`config.mk`:
```
export PLATFORM = sky130hd
export DESIGN_NAME = ber_tlv_stream_parser
export DESIGN_NICKNAME = d
export VERILOG_FILES = /design/src/hw/rtl/bertlv_pkg.sv /design/src/hw/rtl/bertlv_in_reg.sv /design/src/hw/rtl/bertlv_stack.sv /design/src/hw/rtl/bertlv_core.sv /design/src/hw/rtl/ber_tlv_stream_parser.sv
export VERILOG_INCLUDE_DIRS = /design/src /design/src/hw/rtl
export SDC_FILE = /design/constraint.sdc
export NUM_CORES = 1
export LEC_CHECK = 0
export BUFFER_PORTS_ARGS = -buffer_cell sky130_fd_sc_hd__buf_2
export CORE_ASPECT_RATIO = 0.8
export CORE_MARGIN = 8
export CORE_UTILIZATION = 55
export DETAILED_ROUTE_END_ITERATION = 6
export PLACE_DENSITY = 0.7
export REMOVE_ABC_BUFFERS = 1
export SLEW_MARGIN = 20
export SYNTH_ARGS = -nofsm -noshare
export SYNTH_HDL_FRONTEND = slang
export SYNTH_SLANG_ARGS = --single-unit
```
`constraint.sdc`:
```
create_clock -name clock -period 11.45 [get_ports clock]
set_clock_uncertainty 0.2 [all_clocks]
set_input_delay 0.5725 -clock clock [delete_from_list [all_inputs] [get_ports clock]]
set_output_delay 0.5725 -clock clock [all_outputs]
set_load 0.005 [all_outputs]
```
`src/hw/rtl/ber_tlv_stream_parser_macros.svh`:
```
// Assertion macros shared by the BER-TLV stream parser RTL.
`ifndef BER_TLV_STREAM_PARSER_MACROS_SVH
`define BER_TLV_STREAM_PARSER_MACROS_SVH

// Same-cycle implication, disabled while in reset.
`define BERTLV_ASSERT_NOW(label, clk, rst, ante, cons, msg) \
   label: assert property (@(posedge clk) disable iff (rst) (ante) |-> (cons)) \
      else $error(msg);

// Next-cycle implication, disabled while in reset.
`define BERTLV_ASSERT_NEXT(label, clk, rst, ante, cons, msg) \
   label: assert property (@(posedge clk) disable iff (rst) (ante) |=> (cons)) \
      else $error(msg);

`endif

```
`src/hw/rtl/bertlv_pkg.sv`:
```
// Shared types and constants of the BER-TLV stream parser.
`default_nettype none

package bertlv_pkg;

   localparam int MAX_DEPTH     = 8;
   localparam int MAX_LEN_BYTES = 4;

   localparam int POS_W   = 32;
   localparam int COUNT_W = $clog2(MAX_DEPTH + 1);
   localparam int IDX_W   = (MAX_DEPTH > 1) ? $clog2(MAX_DEPTH) : 1;
   localparam int LEFT_W  = $clog2(MAX_LEN_BYTES + 1);
   localparam int CLOSE_W = COUNT_W + 1;

   localparam logic [7:0] CONS_BIT  = 8'h20;
   localparam logic [7:0] TAG_MASK  = 8'h1f;
   localparam logic [7:0] LONG_BIT  = 8'h80;
   localparam logic [7:0] COUNT_MSK = 8'h7f;

   typedef enum logic [1:0] {
      PH_TAG = 2'd0,
      PH_LEN = 2'd1,
      PH_VAL = 2'd2
   } phase_type;

   typedef enum logic [1:0] {
      KIND_TAG = 2'd0,
      KIND_LEN = 2'd1,
      KIND_VAL = 2'd2,
      KIND_IGN = 2'd3
   } kind_type;

   typedef enum logic [2:0] {
      ERR_NONE      = 3'd0,
      ERR_LONG_LEN  = 3'd1,
      ERR_TOO_DEEP  = 3'd2,
      ERR_OVERRUN   = 3'd3,
      ERR_TRUNCATED = 3'd4
   } err_type;

   // Registered request
   typedef struct packed {
      logic       valid;
      logic [7:0] data_byte;
      logic       last_byte;
   } req_type;

   // One result
   typedef struct packed {
      kind_type          byte_kind;
      logic              tag_start;
      logic              constructed;
      logic [3:0]        depth;
      logic              header_done;
      logic [POS_W-1:0]  value_length;
      logic [3:0]        elements_closed;
      err_type           error_code;
      logic              stream_end;
   } rsp_type;

   // Core -> stack: lookup and write
   typedef struct packed {
      logic [COUNT_W-1:0] count;
      logic [POS_W:0]     next_pos;
      logic               we;
      logic [IDX_W-1:0]   wr_idx;
      logic [POS_W-1:0]   wr_end;
   } stk_req_type;

   // Stack -> core
   typedef struct packed {
      logic [POS_W-1:0]   top_end;
      logic [COUNT_W-1:0] keep_count;
   } stk_stat_type;

   // Core status for checks
   typedef struct packed {
      phase_type          phase;
      logic [COUNT_W-1:0] count;
      err_type            err_latch;
   } core_stat_type;

endpackage

`default_nettype wire

```
`src/hw/rtl/bertlv_in_reg.sv`:
```
// Input register of the BER-TLV stream parser.
`default_nettype none

module bertlv_in_reg (
   input  wire logic             clock,
   input  wire logic             reset,
   input  wire logic             req_valid,
   output logic                  req_stall,
   input  wire logic [7:0]       req_data_byte,
   input  wire logic             req_last_byte,
   input  wire logic             take,
   output bertlv_pkg::req_type   held
);

   logic       valid_ff, valid_in;
   logic [7:0] data_ff;
   logic       last_ff;
   logic       load;

   assign req_stall = valid_ff && !take;
   assign load      = req_valid && !req_stall;

   always_comb begin
      valid_in = valid_ff;
      if (load) begin
         valid_in = 1'b1;
      end else if (take) begin
         valid_in = 1'b0;
      end
   end

   always_ff @(posedge clock) begin
      if (reset) begin
         valid_ff <= 1'b0;
      end else begin
         valid_ff <= valid_in;
      end
   end

   always_ff @(posedge clock) begin
      if (load) begin
         data_ff <= req_data_byte;
         last_ff <= req_last_byte;
      end
   end

   assign held.valid     = valid_ff;
   assign held.data_byte = data_ff;
   assign held.last_byte = last_ff;

endmodule

`default_nettype wire

```
`src/hw/rtl/bertlv_stack.sv`:
```
// End-position stack of open constructed elements, with parallel close compare.
`default_nettype none

module bertlv_stack (
   input  wire logic                   clock,
   input  wire bertlv_pkg::stk_req_type stk_req,
   output bertlv_pkg::stk_stat_type    stk_stat
);

   logic [bertlv_pkg::POS_W-1:0]   ent_ff [bertlv_pkg::MAX_DEPTH];
   logic [bertlv_pkg::MAX_DEPTH-1:0] match;
   logic [bertlv_pkg::IDX_W-1:0]   top_idx;
   logic [bertlv_pkg::COUNT_W-1:0] keep;

   always_ff @(posedge clock) begin
      if (stk_req.we) begin
         ent_ff[stk_req.wr_idx] <= stk_req.wr_end;
      end
   end

   // Entries shrink toward the top; the closing ones form a run at the top.
   always_comb begin
      for (int i = 0; i < bertlv_pkg::MAX_DEPTH; i++) begin
         match[i] = ({1'b0, ent_ff[i]} == stk_req.next_pos);
      end
   end

   always_comb begin
      keep = '0;
      for (int i = 0; i < bertlv_pkg::MAX_DEPTH; i++) begin
         if ((bertlv_pkg::COUNT_W'(i) < stk_req.count) && !match[i]) begin
            keep = bertlv_pkg::COUNT_W'(i + 1);
         end
      end
   end

   assign top_idx = bertlv_pkg::IDX_W'(stk_req.count - bertlv_pkg::COUNT_W'(1));

   assign stk_stat.top_end    = ent_ff[top_idx];
   assign stk_stat.keep_count = keep;

endmodule

`default_nettype wire

```
`src/hw/rtl/bertlv_core.sv`:
```
// Per-byte decode and parser state of the BER-TLV stream parser.
`default_nettype none

module bertlv_core (
   input  wire logic                     clock,
   input  wire logic                     reset,
   input  wire logic                     fire,
   input  wire bertlv_pkg::req_type      held,
   input  wire bertlv_pkg::stk_stat_type stk_stat,
   output bertlv_pkg::stk_req_type       stk_req,
   output bertlv_pkg::rsp_type           rsp,
   output bertlv_pkg::core_stat_type     core_stat
);

   bertlv_pkg::phase_type          phase_ff, phase_in;
   logic                           tagc_ff, tagc_in;
   logic                           cons_ff, cons_in;
   logic [bertlv_pkg::LEFT_W-1:0]  left_ff, left_in;
   logic [bertlv_pkg::POS_W-1:0]   accum_ff, accum_in;
   logic [bertlv_pkg::POS_W-1:0]   pos_ff, pos_in;
   logic [bertlv_pkg::POS_W-1:0]   prim_end_ff, prim_end_in;
   logic [bertlv_pkg::COUNT_W-1:0] count_ff, count_in;
   bertlv_pkg::err_type            latch_ff, latch_in;

   logic [bertlv_pkg::POS_W:0]     nxt;
   logic [bertlv_pkg::POS_W:0]     end_sum;
   logic [7:0]                     b;
   logic [6:0]                     n;
   logic                           has_parent;
   logic                           overrun_hdr;
   logic                           done;
   logic                           push;
   logic                           close_one;
   logic [bertlv_pkg::COUNT_W-1:0] pop;
   logic [bertlv_pkg::CLOSE_W-1:0] closed;
   bertlv_pkg::err_type            err;

   assign b           = held.data_byte;
   assign n           = b[6:0];
   assign nxt         = {1'b0, pos_ff} + (bertlv_pkg::POS_W + 1)'(1);
   assign has_parent  = (count_ff != '0);
   assign overrun_hdr = has_parent && (pos_ff >= stk_stat.top_end);
   assign pop         = count_ff - stk_stat.keep_count;

   always_comb begin
      phase_in    = phase_ff;
      tagc_in     = tagc_ff;
      cons_in     = cons_ff;
      left_in     = left_ff;
      accum_in    = accum_ff;
      prim_end_in = prim_end_ff;
      count_in    = count_ff;
      latch_in    = latch_ff;
      pos_in      = nxt[bertlv_pkg::POS_W-1:0];
      end_sum     = '0;
      done        = 1'b0;
      push        = 1'b0;
      close_one   = 1'b0;
      closed      = '0;
      err         = bertlv_pkg::ERR_NONE;
      rsp         = '0;
      rsp.byte_kind  = bertlv_pkg::KIND_TAG;
      rsp.error_code = bertlv_pkg::ERR_NONE;
      rsp.stream_end = held.last_byte;

      if (latch_ff != bertlv_pkg::ERR_NONE) begin
         rsp.byte_kind = bertlv_pkg::KIND_IGN;
         err = latch_ff;
      end else begin
         rsp.depth = 4'(count_ff);
         if (phase_ff == bertlv_pkg::PH_VAL) begin
            rsp.byte_kind = bertlv_pkg::KIND_VAL;
            if (nxt == {1'b0, prim_end_ff}) begin
               close_one = 1'b1;
               phase_in  = bertlv_pkg::PH_TAG;
            end
         end else if (overrun_hdr) begin
            rsp.byte_kind   = (phase_ff == bertlv_pkg::PH_TAG) ? bertlv_pkg::KIND_TAG
                                                               : bertlv_pkg::KIND_LEN;
            rsp.constructed = cons_ff;
            err = bertlv_pkg::ERR_OVERRUN;
         end else if (phase_ff == bertlv_pkg::PH_TAG) begin
            rsp.byte_kind = bertlv_pkg::KIND_TAG;
            if (!tagc_ff) begin
               rsp.tag_start = 1'b1;
               cons_in = ((b & bertlv_pkg::CONS_BIT) != '0);
               tagc_in = ((b & bertlv_pkg::TAG_MASK) == bertlv_pkg::TAG_MASK);
            end else begin
               tagc_in = ((b & bertlv_pkg::LONG_BIT) != '0);
            end
            if (!tagc_in) begin
               phase_in = bertlv_pkg::PH_LEN;
            end
            rsp.constructed = cons_in;
         end else begin
            rsp.byte_kind   = bertlv_pkg::KIND_LEN;
            rsp.constructed = cons_ff;
            if (left_ff == '0) begin
               if ((b & bertlv_pkg::LONG_BIT) != '0) begin
                  if (n > 7'(bertlv_pkg::MAX_LEN_BYTES)) begin
                     err = bertlv_pkg::ERR_LONG_LEN;
                  end else if (n == '0) begin
                     accum_in = '0;
                     done     = 1'b1;
                  end else begin
                     left_in  = n[bertlv_pkg::LEFT_W-1:0];
                     accum_in = '0;
                  end
               end else begin
                  accum_in = bertlv_pkg::POS_W'(b & bertlv_pkg::COUNT_MSK);
                  done     = 1'b1;
               end
            end else begin
               if (accum_ff[bertlv_pkg::POS_W-1 -: 8] != '0) begin
                  err = bertlv_pkg::ERR_LONG_LEN;
               end else begin
                  accum_in = {accum_ff[bertlv_pkg::POS_W-9:0], b};
                  left_in  = left_ff - bertlv_pkg::LEFT_W'(1);
                  done     = (left_ff == bertlv_pkg::LEFT_W'(1));
               end
            end

            if (done) begin
               end_sum          = nxt + {1'b0, accum_in};
               rsp.header_done  = 1'b1;
               rsp.value_length = accum_in;
               phase_in         = bertlv_pkg::PH_TAG;
               left_in          = '0;
               if (end_sum[bertlv_pkg::POS_W] ||
                   (has_parent &&
                    (end_sum[bertlv_pkg::POS_W-1:0] > stk_stat.top_end))) begin
                  err = bertlv_pkg::ERR_OVERRUN;
               end else if (accum_in == '0) begin
                  close_one = 1'b1;
               end else if (cons_ff) begin
                  if (count_ff >= bertlv_pkg::COUNT_W'(bertlv_pkg::MAX_DEPTH)) begin
                     err = bertlv_pkg::ERR_TOO_DEEP;
                  end else begin
                     push = 1'b1;
                  end
               end else begin
                  prim_end_in = end_sum[bertlv_pkg::POS_W-1:0];
                  phase_in    = bertlv_pkg::PH_VAL;
               end
            end
         end

         if (err == bertlv_pkg::ERR_NONE) begin
            // a push never coincides with a pop: its end lies past the next byte
            if (push) begin
               count_in = count_ff + bertlv_pkg::COUNT_W'(1);
            end else begin
               count_in = stk_stat.keep_count;
               closed   = bertlv_pkg::CLOSE_W'(close_one) + bertlv_pkg::CLOSE_W'(pop);
            end
            if (!push && close_one) begin
               closed = bertlv_pkg::CLOSE_W'(close_one) + bertlv_pkg::CLOSE_W'(pop);
            end
            if (held.last_byte &&
                ((phase_in != bertlv_pkg::PH_TAG) || tagc_in || (count_in != '0))) begin
               err = bertlv_pkg::ERR_TRUNCATED;
            end
         end
         if (err != bertlv_pkg::ERR_NONE) begin
            latch_in = err;
         end
         rsp.elements_closed = 4'(closed);
      end

      rsp.error_code = err;

      // end of stream: back to the reset state
      if (held.last_byte) begin
         phase_in    = bertlv_pkg::PH_TAG;
         tagc_in     = 1'b0;
         cons_in     = 1'b0;
         left_in     = '0;
         accum_in    = '0;
         pos_in      = '0;
         prim_end_in = '0;
         count_in    = '0;
         latch_in    = bertlv_pkg::ERR_NONE;
      end
   end

   always_ff @(posedge clock) begin
      if (reset) begin
         phase_ff    <= bertlv_pkg::PH_TAG;
         tagc_ff     <= 1'b0;
         cons_ff     <= 1'b0;
         left_ff     <= '0;
         accum_ff    <= '0;
         pos_ff      <= '0;
         prim_end_ff <= '0;
         count_ff    <= '0;
         latch_ff    <= bertlv_pkg::ERR_NONE;
      end else if (fire) begin
         phase_ff    <= phase_in;
         tagc_ff     <= tagc_in;
         cons_ff     <= cons_in;
         left_ff     <= left_in;
         accum_ff    <= accum_in;
         pos_ff      <= pos_in;
         prim_end_ff <= prim_end_in;
         count_ff    <= count_in;
         latch_ff    <= latch_in;
      end
   end

   assign stk_req.count    = count_ff;
   assign stk_req.next_pos = nxt;
   assign stk_req.we       = fire && push;
   assign stk_req.wr_idx   = bertlv_pkg::IDX_W'(count_ff);
   assign stk_req.wr_end   = end_sum[bertlv_pkg::POS_W-1:0];

   assign core_stat.phase     = phase_ff;
   assign core_stat.count     = count_ff;
   assign core_stat.err_latch = latch_ff;

endmodule

`default_nettype wire

```
`src/hw/rtl/ber_tlv_stream_parser.sv`:
```
// Top level of the BER-TLV stream parser: input register, decode core, output register.
`default_nettype none

// Parses a binary BER-TLV stream one byte per request and returns one result per
// byte: tag, length or value kind, nesting depth, constructed flag, the decoded
// length on the byte that ends a header, the number of elements that end on the
// byte, and an error code (long length over four bytes, nesting deeper than eight,
// child running past its parent, stream ending inside an element). After an error
// every byte up to the one marked last_byte comes back as ignored with the latched
// code; the byte marked last_byte always returns the parser to its reset state for
// the next stream. Throughput is one byte per clock while rsp_stall is low: a request is
// registered in the input register, then decoded against the parser state into the
// output register. The per-byte cost is set by the length path (one 33-bit add of
// position and length, then a compare against the innermost open end); the open ends
// are held in an eight-entry register stack and all of them are compared with the
// next position in parallel so that any number of nested elements can close on the
// same byte. Back-pressure on rsp_stall reaches req_stall in the same cycle only when
// both registers are full.

`include "ber_tlv_stream_parser_macros.svh"

module ber_tlv_stream_parser (
   input  wire logic        clock,
   input  wire logic        reset,

   input  wire logic        req_valid,
   output logic             req_stall,
   input  wire logic [7:0]  req_data_byte,
   input  wire logic        req_last_byte,

   output logic             rsp_valid,
   input  wire logic        rsp_stall,
   output logic [1:0]       rsp_byte_kind,
   output logic             rsp_tag_start,
   output logic             rsp_constructed,
   output logic [3:0]       rsp_depth,
   output logic             rsp_header_done,
   output logic [31:0]      rsp_value_length,
   output logic [3:0]       rsp_elements_closed,
   output logic [2:0]       rsp_error_code,
   output logic             rsp_stream_end
);

   bertlv_pkg::req_type       held;
   bertlv_pkg::stk_req_type   stk_req;
   bertlv_pkg::stk_stat_type  stk_stat;
   bertlv_pkg::rsp_type       rsp_next;
   bertlv_pkg::rsp_type       rsp_ff;
   bertlv_pkg::core_stat_type core_stat;

   logic rsp_valid_ff, rsp_valid_in;
   logic out_free;
   logic take;

   // The output register frees up when empty or when its result is taken now.
   assign out_free = !rsp_valid_ff || !rsp_stall;
   assign take     = held.valid && out_free;

   bertlv_in_reg u_in_reg (
      .clock         (clock),
      .reset         (reset),
      .req_valid     (req_valid),
      .req_stall     (req_stall),
      .req_data_byte (req_data_byte),
      .req_last_byte (req_last_byte),
      .take          (take),
      .held          (held)
   );

   bertlv_stack u_stack (
      .clock    (clock),
      .stk_req  (stk_req),
      .stk_stat (stk_stat)
   );

   // Decode and state update happen on the cycle the request moves to the output.
   bertlv_core u_core (
      .clock     (clock),
      .reset     (reset),
      .fire      (take),
      .held      (held),
      .stk_stat  (stk_stat),
      .stk_req   (stk_req),
      .rsp       (rsp_next),
      .core_stat (core_stat)
   );

   always_comb begin
      rsp_valid_in = rsp_valid_ff;
      if (take) begin
         rsp_valid_in = 1'b1;
      end else if (!rsp_stall) begin
         rsp_valid_in = 1'b0;
      end
   end

   always_ff @(posedge clock) begin
      if (reset) begin
         rsp_valid_ff <= 1'b0;
      end else begin
         rsp_valid_ff <= rsp_valid_in;
      end
   end

   always_ff @(posedge clock) begin
      if (take) begin
         rsp_ff <= rsp_next;
      end
   end

   assign rsp_valid           = rsp_valid_ff;
   assign rsp_byte_kind       = rsp_ff.byte_kind;
   assign rsp_tag_start       = rsp_ff.tag_start;
   assign rsp_constructed     = rsp_ff.constructed;
   assign rsp_depth           = rsp_ff.depth;
   assign rsp_header_done     = rsp_ff.header_done;
   assign rsp_value_length    = rsp_ff.value_length;
   assign rsp_elements_closed = rsp_ff.elements_closed;
   assign rsp_error_code      = rsp_ff.error_code;
   assign rsp_stream_end      = rsp_ff.stream_end;

   // Checks

   // the last byte of a stream always leaves a clean parser
   `BERTLV_ASSERT_NEXT(a_last_clears, clock, reset, take && held.last_byte, (core_stat.count == '0) && (core_stat.err_latch == bertlv_pkg::ERR_NONE) && (core_stat.phase == bertlv_pkg::PH_TAG), "parser state not cleared after last byte")

   // the open-element stack never goes past its depth
   `BERTLV_ASSERT_NOW(a_count_bound, clock, reset, 1'b1, core_stat.count <= bertlv_pkg::COUNT_W'(bertlv_pkg::MAX_DEPTH), "stack count beyond depth")

   // an ignored byte only ever follows a latched error
   `BERTLV_ASSERT_NOW(a_ign_has_err, clock, reset, rsp_valid_ff && (rsp_ff.byte_kind == bertlv_pkg::KIND_IGN), rsp_ff.error_code != bertlv_pkg::ERR_NONE, "ignored byte without error code")

   // a header ends only on a length byte
   `BERTLV_ASSERT_NOW(a_hdr_on_len, clock, reset, rsp_valid_ff && rsp_ff.header_done, rsp_ff.byte_kind == bertlv_pkg::KIND_LEN, "header done on non-length byte")

   // with the output register empty, requests are never held off
   `BERTLV_ASSERT_NOW(a_no_false_stall, clock, reset, !rsp_valid_ff, !req_stall, "stall with empty output register")

endmodule

`default_nettype wire
```
-- Word-level counts from Yosys, hierarchy flattened
Memories as Yosys holds them, arrays and structs flattened.
Cells that the tools add are included.
- register bits after elaboration: 170
- memory bits (writable): 256
- bits of input ports: 13
- output and inout bits: 51
- logic and storage cells: 271
- memories kept: 1
- memories (memory ; words ; bits a word ; read ports ; clocked after Yosys merged registers in ; wr ports ; RTL line ; RTL):
    u_stack.ent_ff ; 8 ; 32 ; 9 ; 0 ; 1 ; bertlv_stack.sv:10 ; logic [bertlv_pkg::POS_W-1:0] ent_ff [bertlv_pkg::MAX_DEPTH];
- add/sub/neg operators: 7
- $lt $le $gt $ge: 12
- equal/unequal tests: 24
- multiplexer cells: 141
- bitwise operators: 3
- reduce and logical (&&, ||, !) cells: 60
- operator list (cell ; count):
    $mux 32 ; 28
    $eq 32x33->1 ; 8
    $mux 3 ; 33
    $mux 1 ; 56
    $mux 4 ; 9
    $add 32x1->33 const B ; 1
    $add 33x32->33 ; 1
    $eq 33x32->1 ; 1
    $mux 33 ; 1
    $ge 32x32->1 ; 1
    $gt 32x32->1 ; 1
    $logic_not 32->1 ; 1
    $mux 2 ; 14
    $reduce_and 9->1 ; 2
    $logic_and 1x1->1 ; 16
    $lt 3x4->1 const A ; 4
    $ne 2x2->1 const B ; 7
    $logic_not 1->1 ; 13
    $ne 4x4->1 const B ; 3
    $reduce_bool 2->1 ; 5
    $reduce_and 3->1 ; 3
    $lt 1x4->1 const A ; 2
    $lt 2x4->1 const A ; 2
    $reduce_bool 4->1 ; 2
    other kinds (23) ; 33

-- Logic depth before layout (Yosys ltp)
Gate-level depths: netlist (run 1).
- depth after elaboration: 31
- mapped depth: 41
- gate-level depth less buffers: 38

-- Hierarchy
From an unflattened synthesis (run 1), not the netlist that was laid out.
- cell total of the unflattened synthesis: 2399
- area, all modules: 25620.8 µm²
- by module, submodules not included (module ; times used ; cells each ; area an instance (µm²) ; sequential area each (µm²)):
    bertlv_stack ; 1 ; 791 ; 12824.8 ; 7687.4
    bertlv_core ; 1 ; 1540 ; 10953.0 ; 2202.1
    ber_tlv_stream_parser ; 1 ; 53 ; 1507.7 ; 1491.4
    bertlv_in_reg ; 1 ; 15 ; 335.3 ; 290.3

-- Least setup slack after synthesis (run 1)
OpenSTA, ideal clock, no wires.
- path kind: register to register
- from: reg u_core.accum_ff[24] in the netlist's numbering
- to: mem u_stack.ent_ff[1][0] in the netlist's numbering (enable)
- setup time: 0.461 ns
- arrival time: 9.527 ns
- required time: 10.789 ns
- slack: 1.262 ns
- cell stages (with the launch flop): 36
- buffers on the path: 3
- clock period less this slack: 10.188 ns
- cell sequence: dfxtp_1 -> or4_1 -> nor4_1 -> and2_1 -> buf_2 -> nor2b_1 -> clkbuf_1 -> clkbuf_1 -> a22oi_1 -> inv_1 -> ha_1 -> inv_1 -> fa_1 -> nor2b_1 -> o31a_1 -> o32ai_1 -> o211ai_1 -> a211o_1 -> a21o_1 -> a21oi_1 -> o21ai_0 -> a21oi_1 -> xor2_1 -> inv_1 -> ha_1 -> nand4_1 -> nor4_1 -> a21oi_1 -> a21boi_0 -> a31oi_1 -> or4b_1 -> nand2_1 -> nand2b_1 -> nor3_1 -> nand4_1 -> nor3_1
- cells in the longest elaborated chain, start to end: 21
- elaborated cells on any way between the ends: 31
- those cells by class: add/sub (1); order compare (1); mux (24); reduce/logical (5)
- ends and longest elaborated chain (item ; RTL line ; RTL):
    start: declaration ; bertlv_core.sv:19 ; logic [bertlv_pkg::POS_W-1:0] accum_ff, accum_in;
    start signal: assignment ; bertlv_core.sv:202 ; accum_ff <= accum_in;
    $reduce_bool 8->1 or $mux 32 (tied branches) ; bertlv_core.sv:114, bertlv_core.sv:100 ;
    $mux 32, on equally long branches ; bertlv_core.sv:114, bertlv_core.sv:99 ;
    $mux 32 ; bertlv_core.sv:98 ; if (left_ff == '0) begin
    $mux 32 ; bertlv_core.sv:82 ; end else if (phase_ff == bertlv_pkg::PH_TAG) begin
    $mux 32 ; bertlv_core.sv:77 ; end else if (overrun_hdr) begin
    $mux 32 ; bertlv_core.sv:71 ; if (phase_ff == bertlv_pkg::PH_VAL) begin
    $mux 32 ; bertlv_core.sv:66 ; if (latch_ff != bertlv_pkg::ERR_NONE) begin
    $add 33x32->33 ; bertlv_core.sv:124 ; end_sum = nxt + {1'b0, accum_in};
    (+4 left out) ; -- ;
    $mux 1 * ; bertlv_core.sv:123 ; if (done) begin
    $mux 1 * ; bertlv_core.sv:82 ;
    $mux 1 * ; bertlv_core.sv:77 ;
    $mux 1 * ; bertlv_core.sv:71 ;
    $mux 1 * (2 in series) ; bertlv_core.sv:66 ;
    $logic_and 1x1->1 * ; bertlv_core.sv:212 ; assign stk_req.we = fire && push;
    $mux 1 * ; bertlv_stack.sv:16 ; if (stk_req.we) begin
    $mux 1 (implied by the code) * ; bertlv_stack.sv:17 ; ent_ff[stk_req.wr_idx] <= stk_req.wr_end;
    end: declaration ; bertlv_stack.sv:10 ;
Every way passes the cells marked *; elsewhere a longest branch is shown, timed or not. The select of a mux whose other input is x is not followed.

-- Worst setup path after layout (run 1)
- from: reg u_core.accum_ff[24] in the netlist's numbering
- to: mem u_stack.ent_ff[1][1] in the netlist's numbering (enable)
Same word-level chain as after synthesis.

==> results of run 1 <==
where the power goes:
group | internal (W) | switching, W | total [W]
combinational | 0.0000330 | 0.0000875 | 0.000121
sequential | 0.00165 | 0.00000605 | 0.00166
clock | 0.000820 | 0.000656 | 0.00148
total | 0.00250 | 0.000750 | 0.00325
per-stage QoR:
stage | setup slack, ps | power, W | hold slack [ps] | TNS (ps)
final | 787 | 0.00325 | 36.6 | 0
after global routing | 343 | 0.00331 | 60.6 | 0
after CTS | 1130 | 0.00325 | 26.0 | 0
after detailed placement | 1230 | 0.00180 | 264 | 0
after global placement | 1560 | 0.00180 | 253 | 0
after floorplan | -1360 | 0.00175 | 238 | -64210
worst paths after layout:
check | cells after the start | startpoint | to
hold / removal | 3 | rsp_stall | rsp_valid
hold reg to reg | 2 | u_core.prim_end_ff[28] | u_core.prim_end_ff[28]
setup / recovery | 32 | u_core.accum_ff[24] | u_stack.ent_ff[1][1]
setup reg to reg | 32 | u_core.accum_ff[24] | u_stack.ent_ff[1][1]
Yosys cell counts, drive strengths merged (26+ instances only):
master	number	share of area
nand3	61	0.011
o21ai	90	0.016
buf	33	0.0052
edfxtp	314	0.34
a22oi	49	0.013
and3	32	0.0073
ha	109	0.050
xor2	94	0.030
nor3	121	0.022
o2111ai	26	0.0083
nor2	249	0.034
a21oi	170	0.031
nand4	68	0.016
dfxtp	112	0.082
nand2	97	0.013
clkbuf	127	0.017
nor4	53	0.016
inv	139	0.019
mux2i	40	0.015
mux4	64	0.053
xnor2	198	0.064
a21o	37	0.010
cell families (layout without fill, tap and decap cells):
group | after synthesis | after routing | share of synthesized area
buffers and inverters | 303 | 399 | 0.0422
AOI/OAI and AO/OA | 611 | 611 | 0.151
other | 0 | 1 | 0
DFF | 426 | 426 | 0.426
and+or+nand+nor | 824 | 824 | 0.157
muxes | 106 | 106 | 0.0681
xor gates and xnor gates | 303 | 303 | 0.103
adders and majority gates | 112 | 112 | 0.0517
flip-flops by register name (all words and copies together) (netlist names), 2 cells and up:
register / flops
u_stack.ent_ff: 256
u_core.phase_ff: 2
u_core.latch_ff: 3
u_core.pos_ff: 32
rsp_byte_kind: 2
u_core.left_ff: 3
rsp_value_length: 32
u_core.prim_end_ff: 32
rsp_error_code: 3
u_in_reg.data_ff: 8
u_core.count_ff: 4
u_core.accum_ff: 32
rsp_depth: 4
rsp_elements_closed: 4
routing by layer:
| layer | part of all wire | track usage | vias up |
|---|---|---|---|
| met3 | 0.17 | 0.195 | 363 |
| met2 | 0.39 | 0.533 | 1999 |
| met5 | 0.0013 | 0.0157 | - |
| met4 | 0.047 | 0.151 | 6 |
| met1 | 0.39 | 0.527 | 11900 |
| li1 | - | - | 10200 |
layout make-up:
type / instances / area [um2] / share of cell area
clock inverter: 25 / 228 / 0.00751
inverter: 143 / 538 / 0.0177
clock buffer: 56 / 1210 / 0.0398
sequential: 426 / 11700 / 0.385
antenna: 1 / 2.50 / 0.0000825
timing repair buffer: 175 / 1180 / 0.0390
multi-input combinational: 1956 / 14600 / 0.483
tap: 675 / 845 / 0.0279
critical path, delay by kind of cell (launching register included):
family	cells	cell delay (ps)
adder cells (fa/ha/maj)	2	550
XOR/XNOR	1	280
AND/OR/NAND/NOR	12	4290
flip-flops	1	320
AO/OA/AOI/OAI	13	3530
buffers and inverters	4	1080
what timing repair did:
action                    4_1_cts  5_1_grt
resized for setup               0        0
hold buffers                   10        0
buffers inserted                0        0
hold endpoints to repair       10        0
==> impl_metrics.ini, run 1 <==
[outcome]
status = finished, final reports clean

[setup_path]
cp_common_cell = a21oi_1
crit_path_top_delay_cell = nor3_1
cp.arrival_ps = 10700
path_max_fanout = 32
max_stage_delay_ps = 720
path_class = reg -> reg
end_kind = register
required_ps = 11480
r2r_slack_ps = 790
startpoint_type = register

[placed_design]
io_buffer_count = 63
dp_hpwl_um = 87300
post-place-cells = 3365
placed_cell_area_um2 = 28800
place_congestion = 1.11

[sta]
finalSetupViolCount = 0
tightest_slew_ps = 1230
final_max_slew_viol_count = 0
finalHoldViolations = 0
fin_crit_ps = 10660
rsz0062_at_grt = false
max_freq_mhz = 93.8
post-route-period-util = 0.931
slew_headroom = 0.171

[synth]
synth.cell_area_um2 = 27400
ys_ff_latch = 426
syn_inst = 2685
yosysWarnings = 0
synth-async-reset-ratio = 0
ys.flop_type = edfxtp_1
ys_seq_area_frac = 0.426
synth_edf_count = 314
synth_cell_types = 90
syn_avg_cell_area_um2 = 10.2

[final_layout]
syn2layout_area_growth_pct = 10.8
mostFrequentLayoutCells = 314 x edfxtp_1, 243 x nor2_1, 197 x xnor2_1
drive_gt1_frac = 0.126
final_cell_count_no_fill = 3457
layout_commonest_cell = edfxtp_1
utilization = 0.614
layout.nets = 2870
n_fill_cell = 4039
design_area_um2 = 30300

[run]
drv_cap = 0

[grt]
globalRouteOverflowTotal = 0
grt_use_total = 0.392
grt_start_max_net_pins = 69
grt_first_pass_wirelength_um = 164000
grt_pass1_vias = 22900
antenna_found_initial = 4

[cts]
cts_tree = built
clkSinkCount = 426
clock_latency_ps = 610
cts_max_path_buffers = 3
cts.clk_slew.worst_paths_ps = 60
ctsRootBufferMaster = clkbuf_16
cts_buffers = 44
cts_htree_levels = 2

[pwr]
power.density_nw_per_um2 = 107
ir_drop_mv = 0.126
power.leakage_nw = 11.6

[route]
routed_wl_um = 116000
ant_nets = 0
drt_iter0_drc = 4358
wl_per_cell_um = 33.5
drc = 0
first_pass_iters = 6
vias = 24500
via_per_inst = 7.08

[worst_hold_path]
hold_path.class = in -> reg

[floorplan]
die-area_um2 = 57200
die_h_um = 216
io_pins = 64
start_util = 0.554
rows = 73
die_w_um = 265
coreArea_um2 = 49400
Note: power is estimated with default switching activity, not from simulation.
==> run 2: changes to the inputs <==
--- a/config.mk
+++ b/config.mk
@@ -6,6 +6,7 @@
 export SDC_FILE = /design/constraint.sdc
 export NUM_CORES = 1
 export LEC_CHECK = 0
+export ABC_AREA = 1
 export BUFFER_PORTS_ARGS = -buffer_cell sky130_fd_sc_hd__buf_2
 export CORE_ASPECT_RATIO = 0.8
 export CORE_MARGIN = 8
==> constraint.sdc (replaced) <==
create_clock -name clock -period 11.45 [get_ports clock]
set_clock_uncertainty 0.2 [all_clocks]
set_input_delay 0.5725 -clock clock [delete_from_list [all_inputs] [get_ports clock]]
set_output_delay 0.5725 -clock clock [all_outputs]
set_load 0.01 [all_outputs]
==> run 2 against run 1 <==
- the flow now finishes with violations (DRC)
- clock-buffer cell count rose by 9
- die area shrank 0.31%
- non-clock buffer count down 72
- sequential power hardly changed
- final cell count increased by 26%
- via count rose by 3.6%
- utilization down 0.78 points
- synthesized cell count rose by 36%
- largest power group unchanged
- highest routed layer is now met4
==> impl_metrics.ini, run 2 <==
[grt]
grt_first_pass_wirelength_um = 139000
grt_pass1_vias = 22700
grt_use_total = 0.316
globalRouteOverflowTotal = 0
antenna_found_initial = 1
grt_start_max_net_pins = 79

[pwr]
seqPwrFrac = 0.474
report.power.total_w = 0.00352
power_frac_clock = 0.458
power.leakage_nw = 13.4
power.internal_w = 0.00269
switchingPower_w = 0.000831
ir_drop_mv = 0.115
power.density_nw_per_um2 = 118
comb_power_share = 0.068
switching_share = 0.236

[synth]
ys_seq_area_frac = 0.428
synth_edf_count = 314
ys.flop_type = edfxtp_1
syn_avg_cell_area_um2 = 7.47
synth_cell_types = 50
yosysWarnings = 0
ys_ff_latch = 426
synth.cell_area_um2 = 27300
synth_top_area_share = 0.346
syn_inst = 3651
synth_common_cells = 1156 x nand2_1, 386 x nor2_1, 382 x inv_1
synth_area_leaders = edfxtp_1 35%, nand2_1 16%, dfxtp_1 8.2%
synth_top_area_cell = edfxtp_1
synth.most_common_cell = nand2_1
synth-async-reset-ratio = 0

[worst_hold_path]
whs_endpoint = u_in_reg.valid_ff
min-delay-start = req_valid
min_path_cells = 3
hold_path.class = in -> reg

[floorplan]
io_pins = 64
rows = 73
coreArea_um2 = 49300
start_util = 0.553
die_w_um = 265
die_h_um = 215
die-area_um2 = 57000

[setup_path]
cp_top_family = simple AND/OR/NAND/NOR gates
r2r_slack_ps = 3000
reg2reg_from = u_core.left_ff[0]
end_kind = register
cp_num_buf_inv = 10
reg2reg_depth = 39
crit_path_top_delay_cell = buf_4
path_class = reg -> reg
timing.rr.end = u_stack.ent_ff[0][26]
startpoint_type = register
required_ps = 11470
path_max_fanout = 32
crit_cells = 39
cp.arrival_ps = 8470
max_stage_delay_ps = 530

[sta]
tightest_slew_ps = 1160
finalHoldViolations = 0
slew_headroom = 0.219
fin_crit_ps = 8450
final_max_slew_viol_count = 0
tns_ps = 0
post-route-period-util = 0.738
fin_hold_ws_ps = 52.0
rsz0062_at_grt = false
max_freq_mhz = 118
finalSetupViolCount = 0

[final_layout]
diodes = 0
design_area_um2 = 29900
drive_gt1_frac = 0.0700
mostFrequentLayoutCells = 1156 x nand2_1, 381 x nor2_1, 380 x inv_1
utilization = 0.606
layout_commonest_cell = nand2_1
layout.nets = 3805
largest-register = u_stack.ent_ff
syn2layout_area_growth_pct = 9.52
largest_reg_flops = 256

[route]
vias = 25400
ant_nets = 0
first_pass_iters = 7
routed_wl_um = 93100
via_per_inst = 5.83
wl_per_cell_um = 21.4
drt_iter0_drc = 3698
drc = 6

[cts]
clock_latency_ps = 610
ctsRootBufferMaster = clkbuf_16
cts_max_path_buffers = 3
cts_buffers = 46
cts_resized = 0
clkSinkCount = 426
cts.clk_slew.worst_paths_ps = 60
cts_htree_levels = 2
cts_tree = built

[placed_design]
io_buffer_count = 63
placed_cell_area_um2 = 28200
dp_hpwl_um = 66600
place_congestion = 1.08

[outcome]
violations = DRC
status = finished, violations left

[run]
drv_cap = 0
==> run 2: cell count changes after synthesis, moves of 38 or more <==
cell / before / now
a21oi_1: 170 / 307
nand3b_1: 4 / 42
mux2i_1: 40 / 0
nand2_1: 97 / 1156
nand3_1: 60 / 202
inv_1: 138 / 382
clkbuf_1: 127 / 83
o21ai_0: 89 / 160
mux4_2: 64 / 0
nand4_1: 66 / 24
xnor2_1: 197 / 29
nor3_1: 119 / 14
nor2_1: 249 / 386
a22oi_1: 49 / 1
==> run 2: per-stage QoR <==
| stage | setup WS [ps] | std cells |
|---|---|---|
| after detailed placement | 3290 | 4261 |
| after global placement | 3460 | 4261 |
| after CTS | 3260 | 4353 |
| final | 3000 | 4353 |
| after global routing | 2460 | 4353 |
| after floorplan | -1670 | 3530 |
==> run 2: cell families (layout without fill, tap and decap cells) <==
logic type               Yosys count  after routing  share of synthesized area
flip-flops                       426            426                      0.428
XOR/XNOR                         107            107                     0.0364
AND/OR/NAND/NOR                 1901           1901                      0.292
buffers and inverters            516            581                     0.0736
adder cells (fa/ha/maj)          111            111                     0.0515
AO/OA/AOI/OAI                    590            590                      0.119
==> run 2: power by group through the flow <==
stage	Clock, W	Sequential (W)	Combinational (W)
global route	0.00168	0.00167	0.000260
floorplan	0	0.00171	0.000139
global placement	0	0.00170	0.000227
finish	0.00161	0.00167	0.000239
CTS	0.00162	0.00167	0.000232
detailed placement	0	0.00170	0.000227
==> run 2: layer usage <==
metal	GRT usage	share of wire	up-vias
met4	0.0941	0.029	0
met1	0.468	0.44	11700
li1	-	-	12100
met5	0	0	-
met3	0.0689	0.12	153
met2	0.458	0.41	1435
==> run 2: final cells by class <==
| class | instances | area (um2) |
|---|---|---|
| Inverter | 395 | 1480 |
| Fill cell | 4488 | 19400 |
| Clock inverter | 18 | 259 |
| Timing Repair Buffer | 103 | 641 |
| Tap cell | 637 | 797 |
| Sequential cell | 426 | 11700 |
| Clock buffer | 65 | 1340 |
| Multi-Input combinational cell | 2709 | 13700 |
==> run 2: worst register-to-register path: cells and delay by family, from the launching register on <==
family	cells	cell delay (ps)
AND/OR/NAND/NOR	15	2690
XOR/XNOR	1	180
AO/OA/AOI/OAI	9	1680
buffers and inverters	10	1800
flip-flops	1	370
adder cells (fa/ha/maj)	4	1070
==> run 2: how the worst max path moves through the flow <==
stage | startpoint | to
after floorplan | u_core.count_ff[0] | u_stack.ent_ff[4][0]
after global placement | u_core.pos_ff[0] | u_stack.ent_ff[0][7]
after detailed placement | u_core.left_ff[0] | u_stack.ent_ff[0][7]
after CTS | u_core.left_ff[0] | u_stack.ent_ff[0][5]
after global routing | u_core.left_ff[0] | u_stack.ent_ff[0][23]
final | u_core.left_ff[0] | u_stack.ent_ff[0][26]
==> run 2: timing repair <==
item                                    CTS  global route
endpoints found under the setup margin    0             0
hold buffers                              9             0
hold endpoints to repair                  9             0
setup buffers                             0             0
